<file path="src/sv/rgbhsv_pkg.sv">
// Shared constants for the RGB to HSV converter.
// No dependencies; used by rgb_to_hsv_converter_top.
package rgbhsv_pkg;

	localparam int unsigned LevelW  = 8;
	localparam int unsigned HueW    = 15;
	localparam int unsigned SatW    = 16;

	// hue is counted in 1/64 degree: one 60 degree sector and a full turn
	localparam int unsigned HueSector = 3840;
	localparam int unsigned HueTurn   = 23040;

	// dividend of the hue quotient: 3840 * |diff| < 2^20
	localparam int unsigned HueNumW  = 20;
	// quotient bits: hue magnitude is at most 3840 -> 12 bits
	localparam int unsigned HueQW    = 12;
	// saturation quotient bits, delta < max gives a 16-bit fraction
	localparam int unsigned DivSteps = SatW;

	localparam int unsigned InDataW  = 24;
	localparam int unsigned OutDataW = 40;

	localparam logic [SatW-1:0] SatMax = '1;

	typedef enum logic [1:0] {
		SEC_RED   = 2'd0,
		SEC_GREEN = 2'd1,
		SEC_BLUE  = 2'd2
	} sector_t;

endpackage

</file>
<file path="src/sv/rgb_to_hsv_converter_top.sv">
// RGB to HSV converter: streaming top level with max/min select, two
// restoring long dividers run side by side, and the hue/saturation fix-up.
// Depends on rgbhsv_pkg.

// One pixel is accepted per clock while the output is not stalled. Each pixel passes
// one compare stage, one stage that sets up the dividends, 16 divider
// stages that each retire one quotient bit, and one output stage. The depth
// is set by the 16-bit saturation divide; the hue divide finishes in the
// first 12 of those stages. A stall on the output side holds the whole
// pipeline, so s_axis_tready follows m_axis_tready while the output is full.
// Hue is in 1/64 degree (0..23039), saturation is delta/max as Q0.16
// saturated at 65535, value is the largest level.
module rgb_to_hsv_converter_top (
	input  logic        clk,
	input  logic        arst_n,
	input  logic        s_axis_tvalid,
	output logic        s_axis_tready,
	// red_level [7:0], green_level [15:8], blue_level [23:16]
	input  logic [rgbhsv_pkg::InDataW-1:0]  s_axis_tdata,
	output logic        m_axis_tvalid,
	input  logic        m_axis_tready,
	// hue_angle [14:0], saturation_frac [30:15], value_level [38:31], zero [39]
	output logic [rgbhsv_pkg::OutDataW-1:0] m_axis_tdata
);

	localparam int unsigned LW = rgbhsv_pkg::LevelW;

	typedef struct packed {
		rgbhsv_pkg::sector_t            sector;
		logic [LW-1:0]                  mx;
		logic [LW-1:0]                  delta;
		logic signed [LW:0]             diff;
	} front_t;

	typedef struct packed {
		rgbhsv_pkg::sector_t            sector;
		logic [LW-1:0]                  mx;
		logic [LW-1:0]                  delta;
		logic                           neg;
		logic [LW-1:0]                  hrem;
		logic [rgbhsv_pkg::HueQW-1:0]   hnum;
		logic [rgbhsv_pkg::HueQW-1:0]   hq;
		logic [LW-1:0]                  srem;
		logic [rgbhsv_pkg::SatW-1:0]    sq;
	} div_t;

	logic en;

	// ---------------- stage 1: max, min, sector ----------------
	logic [LW-1:0] r, g, b;
	front_t        front_d;
	front_t        front_s1;
	logic          v_s1;

	assign r = s_axis_tdata[LW-1:0];
	assign g = s_axis_tdata[2*LW-1:LW];
	assign b = s_axis_tdata[3*LW-1:2*LW];

	always_comb begin
		logic [LW-1:0] mn;
		mn = r;
		if (g < mn) mn = g;
		if (b < mn) mn = b;
		front_d = '0;
		priority if (r >= g && r >= b) begin
			front_d.sector = rgbhsv_pkg::SEC_RED;
			front_d.mx     = r;
			front_d.diff   = $signed({1'b0, g}) - $signed({1'b0, b});
		end else if (g >= b) begin
			front_d.sector = rgbhsv_pkg::SEC_GREEN;
			front_d.mx     = g;
			front_d.diff   = $signed({1'b0, b}) - $signed({1'b0, r});
		end else begin
			front_d.sector = rgbhsv_pkg::SEC_BLUE;
			front_d.mx     = b;
			front_d.diff   = $signed({1'b0, r}) - $signed({1'b0, g});
		end
		front_d.delta = front_d.mx - mn;
	end

	always_ff @(posedge clk) begin
		if (en) front_s1 <= front_d;
	end

	// ---------------- divider setup ----------------
	div_t div_s [0:rgbhsv_pkg::DivSteps];
	logic div_v [0:rgbhsv_pkg::DivSteps];
	div_t div_init;

	always_comb begin
		logic [LW-1:0]                  mag;
		logic [rgbhsv_pkg::HueNumW-1:0] num;
		mag = front_s1.diff[LW] ? LW'(-front_s1.diff) : front_s1.diff[LW-1:0];
		// 3840 * mag = mag * 4096 - mag * 256
		num = ({mag, 12'd0}) - ({4'd0, mag, 8'd0});
		div_init        = '0;
		div_init.sector = front_s1.sector;
		div_init.mx     = front_s1.mx;
		div_init.delta  = front_s1.delta;
		div_init.neg    = front_s1.diff[LW];
		div_init.hrem   = num[rgbhsv_pkg::HueNumW-1:rgbhsv_pkg::HueQW];
		div_init.hnum   = num[rgbhsv_pkg::HueQW-1:0];
		div_init.hq     = '0;
		// delta < max except when fully saturated, handled at the end
		div_init.srem   = front_s1.delta;
		div_init.sq     = '0;
	end

	always_ff @(posedge clk) begin
		if (en) div_s[0] <= div_init;
	end

	// ---------------- divider stages ----------------
	for (genvar i = 0; i < rgbhsv_pkg::DivSteps; i++) begin : g_div
		div_t nxt;

		always_comb begin
			logic [LW:0] ht, st;
			nxt = div_s[i];
			st  = {div_s[i].srem, 1'b0};
			if (st >= {1'b0, div_s[i].mx}) begin
				nxt.srem = LW'(st - {1'b0, div_s[i].mx});
				nxt.sq   = {div_s[i].sq[rgbhsv_pkg::SatW-2:0], 1'b1};
			end else begin
				nxt.srem = st[LW-1:0];
				nxt.sq   = {div_s[i].sq[rgbhsv_pkg::SatW-2:0], 1'b0};
			end
			if (i < rgbhsv_pkg::HueQW) begin
				ht = {div_s[i].hrem, div_s[i].hnum[rgbhsv_pkg::HueQW-1]};
				nxt.hnum = {div_s[i].hnum[rgbhsv_pkg::HueQW-2:0], 1'b0};
				if (ht >= {1'b0, div_s[i].delta}) begin
					nxt.hrem = LW'(ht - {1'b0, div_s[i].delta});
					nxt.hq   = {div_s[i].hq[rgbhsv_pkg::HueQW-2:0], 1'b1};
				end else begin
					nxt.hrem = ht[LW-1:0];
					nxt.hq   = {div_s[i].hq[rgbhsv_pkg::HueQW-2:0], 1'b0};
				end
			end
		end

		always_ff @(posedge clk) begin
			if (en) div_s[i+1] <= nxt;
		end

		always_ff @(posedge clk or negedge arst_n) begin
			if (!arst_n) begin
				div_v[i+1] <= 1'b0;
			end else if (en) begin
				div_v[i+1] <= div_v[i];
			end
		end
	end

	// ---------------- output fix-up ----------------
	localparam int unsigned Last = rgbhsv_pkg::DivSteps;

	logic [rgbhsv_pkg::HueW-1:0]  hue_d;
	logic [rgbhsv_pkg::SatW-1:0]  sat_d;
	logic [rgbhsv_pkg::HueW-1:0]  hue_q;
	logic [rgbhsv_pkg::SatW-1:0]  sat_q;
	logic [LW-1:0]                val_q;
	logic                         vout_q;

	always_comb begin
		logic [rgbhsv_pkg::HueQW:0] mag;
		logic signed [16:0]         base;
		logic signed [16:0]         h;
		// floor of a negative quotient rounds the magnitude up
		mag = {1'b0, div_s[Last].hq} +
			{{rgbhsv_pkg::HueQW{1'b0}}, (div_s[Last].neg && div_s[Last].hrem != '0)};
		unique case (div_s[Last].sector)
			rgbhsv_pkg::SEC_RED:   base = 17'sd0;
			rgbhsv_pkg::SEC_GREEN: base = 17'(2 * rgbhsv_pkg::HueSector);
			rgbhsv_pkg::SEC_BLUE:  base = 17'(4 * rgbhsv_pkg::HueSector);
			default:               base = 17'sd0;
		endcase
		if (div_s[Last].neg) h = base - $signed({4'd0, mag});
		else                 h = base + $signed({4'd0, mag});
		if (h < 0) h = h + 17'(rgbhsv_pkg::HueTurn);
		if (div_s[Last].delta == '0) hue_d = '0;
		else                         hue_d = h[rgbhsv_pkg::HueW-1:0];

		priority if (div_s[Last].mx == '0)                 sat_d = '0;
		else if (div_s[Last].delta == div_s[Last].mx)      sat_d = rgbhsv_pkg::SatMax;
		else                                               sat_d = div_s[Last].sq;
	end

	always_ff @(posedge clk) begin
		if (en) begin
			hue_q <= hue_d;
			sat_q <= sat_d;
			val_q <= div_s[Last].mx;
		end
	end

	always_ff @(posedge clk or negedge arst_n) begin
		if (!arst_n) begin
			v_s1     <= 1'b0;
			div_v[0] <= 1'b0;
			vout_q   <= 1'b0;
		end else if (en) begin
			v_s1     <= s_axis_tvalid;
			div_v[0] <= v_s1;
			vout_q   <= div_v[Last];
		end
	end

	assign en            = !vout_q || m_axis_tready;
	assign s_axis_tready = en;
	assign m_axis_tvalid = vout_q;
	assign m_axis_tdata  = {1'b0, val_q, sat_q, hue_q};

`ifndef SYNTHESIS
	a_hue_range: assert property (@(posedge clk) disable iff (!arst_n)
		m_axis_tvalid |-> hue_q < rgbhsv_pkg::HueTurn)
		else $error("hue out of range");
	a_out_hold: assert property (@(posedge clk) disable iff (!arst_n)
		m_axis_tvalid && !m_axis_tready |=> m_axis_tvalid && $stable(m_axis_tdata))
		else $error("output request changed while stalled");
	a_ready_empty: assert property (@(posedge clk) disable iff (!arst_n)
		!m_axis_tvalid |-> s_axis_tready)
		else $error("input stalled with empty output");
	a_black_pixel: assert property (@(posedge clk) disable iff (!arst_n)
		m_axis_tvalid && val_q == '0 |-> sat_q == '0 && hue_q == '0)
		else $error("black pixel with nonzero hue or saturation");
`endif

endmodule

</file>
<file path="config.mk">
export PLATFORM = sky130hd
export DESIGN_NAME = rgb_to_hsv_converter_top
export DESIGN_NICKNAME = d
export VERILOG_FILES = /design/src/sv/rgbhsv_pkg.sv /design/src/sv/rgb_to_hsv_converter_top.sv
export SDC_FILE = /design/constraint.sdc
export NUM_CORES = 1
export LEC_CHECK = 0
export ABC_CLOCK_PERIOD_IN_PS = 62400
export BUFFER_PORTS_ARGS = -buffer_cell sky130_fd_sc_hd__buf_4
export CAP_MARGIN = 10
export CORE_MARGIN = 2
export CORE_UTILIZATION = 60
export CTS_CLUSTER_SIZE = 12
export DETAILED_ROUTE_END_ITERATION = 10
export PLACE_DENSITY = 0.77
export REMOVE_ABC_BUFFERS = 1
export SLEW_MARGIN = 5
export SYNTH_ARGS = -nofsm -noshare
export SYNTH_HDL_FRONTEND = slang
export SYNTH_SLANG_ARGS = --single-unit
</file>
<file path="constraint.sdc">
create_clock -name clk -period 62.4 [get_ports clk]
set_clock_uncertainty 0.1 [all_clocks]
set_input_delay 18.72 -clock clk [delete_from_list [all_inputs] [get_ports clk]]
set_output_delay 18.72 -clock clk [all_outputs]
set_load 0.02 [all_outputs]
</file>
* Yosys cells after proc, flatten, opt, wreduce, memory -nomap -nowiden
Memory sizes are Yosys's and may differ from the RTL's.
Cells that the tools add are included.
** Storage, ports and cells
- Register bits after elaboration :: 85
- Latch bits :: 0
- RAM bits :: 1275
- Bits in read-only memories :: 0
- Input port bits :: 28
- Output and inout port bits :: 42
- Word-level logic and storage cells :: 162
- Memories kept :: 1
** Operators by class
- Add/subtract/negate cells :: 38
- Multipliers :: 0
- Div/mod/pow operators :: 0
- Magnitude comparators :: 34
- Equal/unequal tests :: 3
- Shift-type cells :: 0
- Muxes and demuxes :: 53
- Bitwise logic cells :: 0
- Reduce and logical (&&, ||, !) cells :: 7
** Memories
- div_s :: depth 17, width 75, rd ports 17, clocked after Yosys merged registers in 0, write ports 17, RTL line rgb_to_hsv_converter_top.sv:86 : div_t div_s [0:rgbhsv_pkg::DivSteps];
** Operators with widths (count)
- two-way mux 24 bit :: 16
- greater-or-equal comparator 9 x 8 -> 1 bit :: 28
- subtractor 8 bit :: 29
- two-way mux 8 bit :: 16
- one-hot mux 14 bit (2 select lines) :: 1
- subtractor 8 x 8 -> 9 bit :: 3
- greater-or-equal comparator 8 bit :: 3
- subtractor 20 x 16 -> 20 bit :: 1
- two-way mux 9 bit :: 2
- adder 17 x 14 -> 17 bit :: 1
- < comparator 17 x 1 -> 1 bit (second input constant) :: 1
- two-way mux 17 bit :: 1
- subtractor 17 x 14 -> 17 bit :: 1
- logical NOT 8 bit :: 2
- < comparator 8 bit :: 2
- two-way mux 16 bit :: 1
- adder 15 bit (second input constant) :: 1
- two-way mux 15 bit :: 1
- two-way mux 1 bit :: 14
- adder 12 x 1 -> 13 bit :: 1
- two-way mux 10 bit :: 1
- == test 8 bit :: 1
- negation 8 bit :: 1
- nonzero test 8 bit :: 1
- 5 further kinds :: 6

* Logic depth before layout (Yosys ltp)
Gate-level depths: netlist of the first run.
An unclocked memory read counts as a cell.
- Depth after elaboration :: 8
- Mapped depth :: 25
- Depth with buffers taken out :: 25

* Worst setup path after synthesis of the first run
Ideal clock, no wire load.
- Path kind :: in2out
- From :: input port m_axis_tready
- To :: output port s_axis_tready
- Arrival time :: 36.684 ns
- Data required time :: 43.580 ns
- Slack :: 6.896 ns
- Stages :: 3
- Buffers on the path :: 1
- Cells stage by stage :: nor2b_1 -> buf_1 -> inv_1
** Between the ends
- Longest elaborated chain between the ends :: 1
** Ends and longest elaborated chain
- from (decl) :: RTL line rgb_to_hsv_converter_top.sv:21 : input logic m_axis_tready,
- logical OR 1 bit :: RTL line rgb_to_hsv_converter_top.sv:208 : assign en = !vout_q || m_axis_tready;
- to (decl) :: RTL line rgb_to_hsv_converter_top.sv:17 : output logic s_axis_tready,
Every way passes these cells.

* Worst setup path after layout of the first run
Same ends and word-level chain as after synthesis.

==> results of run 1 <==
==> per-stage QoR <==
step                util (%)  area (um2)  setup slack, ns  hold WS [ns]
finish                  67.0       48000            23.66         0.309
global route            67.0       48000            23.57         0.316
CTS                     66.9       48000            23.67         0.311
detailed placement      63.1       45200            23.67         0.305
global placement        63.1       45200            23.69         0.300
floorplan                  -       43400             6.81         0.300
==> worst paths after layout <==
check | to | slack (ns) | cells after the start | from
min | div_s[0][64] | 0.31 | 0 | div_init[23]
max in group asynchronous | div_v[3] | 44.14 | 1 | arst_n
max reg2reg | hue_q[14] | 56.84 | 17 | div_s[8][56]
max | s_axis_tready | 23.66 | 5 | m_axis_tready
min reg2reg | div_s[0][64] | 0.31 | 0 | div_init[23]
min in group asynchronous | div_v[13] | 17.85 | 1 | arst_n
==> layout make-up <==
type	count	share of cell area, %
Sequential cell	936	58.3
Timing Repair Buffer	79	1.31
Inverter	402	3.17
Multi-Input combinational cell	1800	28.9
Clock inverter	29	0.610
Clock buffer	120	5.19
Tap cell	950	2.47
==> state kept, by name (all words and copies together), names as in the netlist <==
register	flops
div_s	851
hue_q	15
val_q	8
m_axis_tvalid	1
div_v	17
front_s1	8
v_s1	1
sat_q	16
div_init	19
==> critical path: cells and delay by family <==
family | cells | cell delay, ns
buffers and inverters | 4 | 1.01
and+or+nand+nor | 1 | 0.03
==> placed cells by master, fill, tap and decap left out, types with 96 or more instances in the layout <==
| master | count |
|---|---|
| clkbuf_16 | 96 |
| mux2_2 | 150 |
| ha_1 | 280 |
| nor2_1 | 258 |
| a21oi_1 | 99 |
| inv_1 | 400 |
| nand2_1 | 98 |
| o21ai_0 | 171 |
| edfxtp_1 | 917 |
| xnor2_1 | 97 |
==> cells by family after synthesis <==
kind of cell	count (synthesis)	share of synthesized area (%)
muxes	205	5.16
other	1	0.00861
AOI/OAI and AO/OA	506	7.33
and+or+nand+nor	629	6.90
adders and majority gates	312	9.51
DFF	936	64.3
xor gates and xnor gates	147	2.96
buffers and inverters	433	3.84
==> per-layer routing <==
layer / up-vias / track usage (%) / share of wire [%]
met5: - / 0 / 0.038
met4: 4 / 9.45 / 3.9
met3: 206 / 3.18 / 4.0
met2: 605 / 38.3 / 55
met1: 11840 / 21.9 / 37
li1: 11725 / - / -
==> impl_metrics.csv, run 1 <==
group,metric,value,unit
floorplan,die_w,273,um
worst_setup_path,start_kind,"input port",
placed_design,gp_congestion,0.913,
finish,n_antenna_cell,0,
yosys,yosysMostFrequentCell,"edfxtp_1",
worst_setup_path,criticalPathCategory,"input port to primary output",
worst_hold_path,hp-class,"register to register",
clock_tree,cts_setup_buffers,0,
yosys,synth_top_area_share,63.2,%
finish,instances_no_fill,4316,
yosys,postSynthCellCount,3169,
finish,final_nets,3653,
placed_design,place_hpwl,51100,um
worst_setup_path,cp_max_fo,98,
sta,fmax,25.8,MHz
clock_tree,cts_tree,"built",
global_route,grt.total_usage,20.2,%
finish,seqCellArea,0.0280,mm2
yosys,post-synth-top-area-cell,"edfxtp_1",
yosys,synth_ff_type,"edfxtp_1",
worst_setup_path,crit_chain,"buf_4, nor2b_2, buf_4, inv_8, buf_4",
yosys,syn_avg_cell_area,13.7,um2
sta,fin_setup_tns,0,ns
sta,finalCriticalPeriod,38.74,ns
route,first_pass_iters,7,
sta,relSlewSlack,22.2,%
clock_tree,worstSkewPairLatency,0.64,ns
sta,rsz0062_at_grt,"false",
placed_design,dp.cells,4166,
yosys,synth_cell_type_count,67,
sta,timing.final.crit_share,62.1,%
route,drtIter0Drc,1655,
worst_setup_path,cp.arrival,19.92,ns
global_route,grt_pass1_vias,25277,
yosys,netlist_top_cells_count,"edfxtp_1, inv_1, ha_1",
flow_run,drv_cap,0,
yosys,yosysWarnings,0,
global_route,antenna_found_initial,2,
yosys,synth-edff-count,917,
floorplan,rows,98,
clock_tree,cts_buffer_depth,3,
route,route.detailed.drc,0,
global_route,grt.overflow.total,0,
finish,nFillCells,4825,
route,vias_per_cell,5.65,
route,num_vias,24380,
yosys,async_flop_share,2.03,%
placed_design,portBuffers,68,
yosys,synth_top_cells_by_area,"edfxtp_1, ha_1, mux2_2",
clock_tree,htree_levels,3,
finish,syn_to_final_growth,10.2,%
worst_setup_path,critPathRequiredTime,43.58,ns
clock_tree,numCtsBuffers,94,
yosys,ys_ff_latch,936,
sta,hold_viol,0,
clock_tree,clock-sinks,936,
clock_tree,post_cts_resized,0,
finish,layout-drive-gt1-share,10.8,%
global_route,grt_max_degree,216,
sta,setup_violations,0,
yosys,netlist_area,0.0436,mm2
clock_tree,root_buffer,"clkbuf_16",
status,outcome,"complete, no violations",
floorplan,core,0.0717,mm2
floorplan,die_y,273,um
clock_tree,postCtsHoldBufs,0,
finish,multi_input_area,0.0139,mm2
clock_tree,clk_pin_slew_worst_paths,0.06,ns
global_route,grt_pass1_wl,122000,um
route,final_antenna_net_count,0,
floorplan,ios,70,
yosys,seq_area_frac_synth,64.3,%
sta,max_slew.worst_pin.slew,1.17,ns
sta,final_max_slew_viol_count,0,
route,routed_wirelength,73800,um
route,wl_per_cell,17.1,um
worst_setup_path,crit_slowest_cell,"inv_8",
worst_setup_path,critPathMostFrequentCell,"buf_4",
worst_setup_path,cpPeakStageDelay,0.45,ns
worst_setup_path,cp-end-kind,"primary output",
floorplan,start_util,60.7,%
floorplan,dieArea,0.0748,mm2
Power of run 1 is left out: the tool's default activity adds up to more than one toggle a clock period on the data nets, which glitch-free logic cannot reach.
==> run 2, diff against run 1 <==
Settings changed: ABC_CLOCK_PERIOD_IN_PS 62400 to 38300.
Clock period 62.4 ns to 38.3 ns, I/O delays scaled along.
==> run 2 against run 1 <==
Against the previous run: non-clock buffer count up 1; setup slack worse by 9.6 ns; die area unchanged.
==> impl_metrics.csv, run 2 (same netlist as run 1, synthesis figures left out) <==
group,metric,value,unit
status,outcome,"complete, no violations",
worst_setup_path,cp.arrival,12.61,ns
sta,timing.final.crit_share,63.2,%
sta,rsz0062_at_grt,"false",
worst_setup_path,crit_slowest_cell,"inv_8",
worst_setup_path,crit_end,"s_axis_tready",
clock_tree,worstSkewPairLatency,0.64,ns
clock_tree,postCtsHoldBufs,0,
placed_design,gp_congestion,0.866,
worst_hold_path,hp-class,"register to register",
flow_run,drv_cap,0,
global_route,grt.overflow.total,0,
worst_setup_path,cpPeakStageDelay,0.41,ns
finish,largest_reg_flops,851,
finish,final_nets,3653,
global_route,grt_pass1_vias,25264,
finish,layout-drive-gt1-share,10.7,%
worst_setup_path,critPathRequiredTime,26.71,ns
global_route,grt.total_usage,20.3,%
finish,largest_register,"div_s",
clock_tree,cts_setup_buffers,0,
floorplan,start_util,60.7,%
clock_tree,clock-sinks,936,
global_route,antenna_found_initial,2,
route,met1_length,28400,um
floorplan,die_w,273,um
sta,hold_viol,0,
finish,layout_commonest_cell,"edfxtp_1",
worst_setup_path,crit_start,"m_axis_tready",
worst_setup_path,reg2reg_slack,32.63,ns
clock_tree,clk_pin_slew_worst_paths,0.06,ns
route,wl_per_cell,17.2,um
finish,nFillCells,4816,
route,wl_met3,2650,um
route,drtIter0Drc,1665,
finish,fin_area,0.0479,mm2
global_route,grt_pass1_wl,122000,um
finish,final_cell_mix,"edfxtp_1, inv_1, ha_1, nor2_1, o21ai_0",
finish,syn_to_final_growth,10.1,%
sta,final_max_slew_viol_count,0,
route,route.detailed.drc,0,
clock_tree,cts_tree,"built",
route,final_antenna_net_count,0,
finish,n_antenna_cell,0,
worst_setup_path,r2r-end,"hue_q[14]",
route,routed_wirelength,74100,um
placed_design,portBuffers,68,
sta,finalCriticalPeriod,24.20,ns
finish,multi_input_area,0.0139,mm2
route,num_vias,24126,
clock_tree,numCtsBuffers,93,
route,vias_per_cell,5.59,
worst_setup_path,r2r-start,"div_s[8][56]",
floorplan,ios,70,
sta,setup_violations,0,
sta,fmax,41.3,MHz
worst_setup_path,cp-end-kind,"primary output",
floorplan,dieArea,0.0748,mm2
sta,relSlewSlack,20.2,%
worst_setup_path,rr_worst_depth,17,
placed_design,place_hpwl,51500,um
floorplan,die_y,273,um
clock_tree,root_buffer,"clkbuf_16",
finish,seqCellArea,0.0280,mm2
floorplan,rows,98,
route,first_pass_iters,7,
floorplan,core,0.0717,mm2
route,met2WireLength,40400,um
clock_tree,htree_levels,3,
finish,final_core_util,66.8,%
worst_setup_path,criticalPathCategory,"input port to primary output",
sta,whs,0.303,ns
worst_setup_path,crit_chain,"buf_4, nor2b_2, buf_4, inv_8, buf_4",
clock_tree,post_cts_resized,0,
route,routed.top_layer,"met5",
worst_setup_path,cp_max_fo,79,
global_route,grt_max_degree,223,
worst_setup_path,start_kind,"input port",
worst_setup_path,critPathMostFrequentCell,"buf_4",
placed_design,place_area,0.0452,mm2
clock_tree,cts_buffer_depth,3,
sta,max_slew.worst_pin.slew,1.20,ns
## run 2: cell count changes in the layout (fill, tap and decap cells not counted), sizes merged
cell | previous run | this run
clkinv | 21 | 20
inv | 406 | 403
bufinv | 4 | 2
buf | 79 | 80
clkinvlp | 0 | 1
clkbuf | 120 | 123
## run 2: how the worst min path moves through the flow
stage                        startpoint            end  slack (ns)  depth (start not counted)
after floorplan            div_s[0][44]  div_s[0][120]        0.30                          0
after global placement    div_s[6][102]   div_s[7][27]        0.30                          0
after detailed placement   div_s[1][24]  div_s[1][100]        0.30                          0
after CTS                 div_s[3][104]   div_s[4][30]        0.30                          0
after global routing       div_s[5][74]  div_s[5][149]        0.31                          0
final                     div_s[3][104]   div_s[4][30]        0.30                          0
## run 2: area by class of cell
cell class / instances / share of cell area [%]
multi-input cells: 1800 / 29.0
inverters: 402 / 3.18
flip-flops and latches: 936 / 58.4
well taps: 950 / 2.48
repair buffers: 80 / 1.30
clock inverters: 24 / 0.457
clock buffers: 123 / 5.20
## run 2: routing by layer
| metal | up-vias | global-route usage (%) |
|---|---|---|
| met2 | 463 | 38.3 |
| met3 | 186 | 3.36 |
| met4 | 4 | 8.44 |
| met5 | - | 0 |
| li1 | 11711 | - |
| met1 | 11762 | 22.4 |
## run 2: stage by stage
stage	instances	setup TNS, ns	setup WS [ns]
final	4315	0	14.10
after global routing	4315	0	14.03
after CTS	4314	0	14.13
after detailed placement	4167	0	14.13
after global placement	4167	0	14.15
after floorplan	3138	-2.83	-2.83
## run 2: worst max-delay path, delay by kind of cell
| kind | cells | cell delay (ns) |
|---|---|---|
| simple gates | 1 | 0.03 |
| buf+inv | 4 | 0.97 |
Power of run 2 is left out for the same reason.
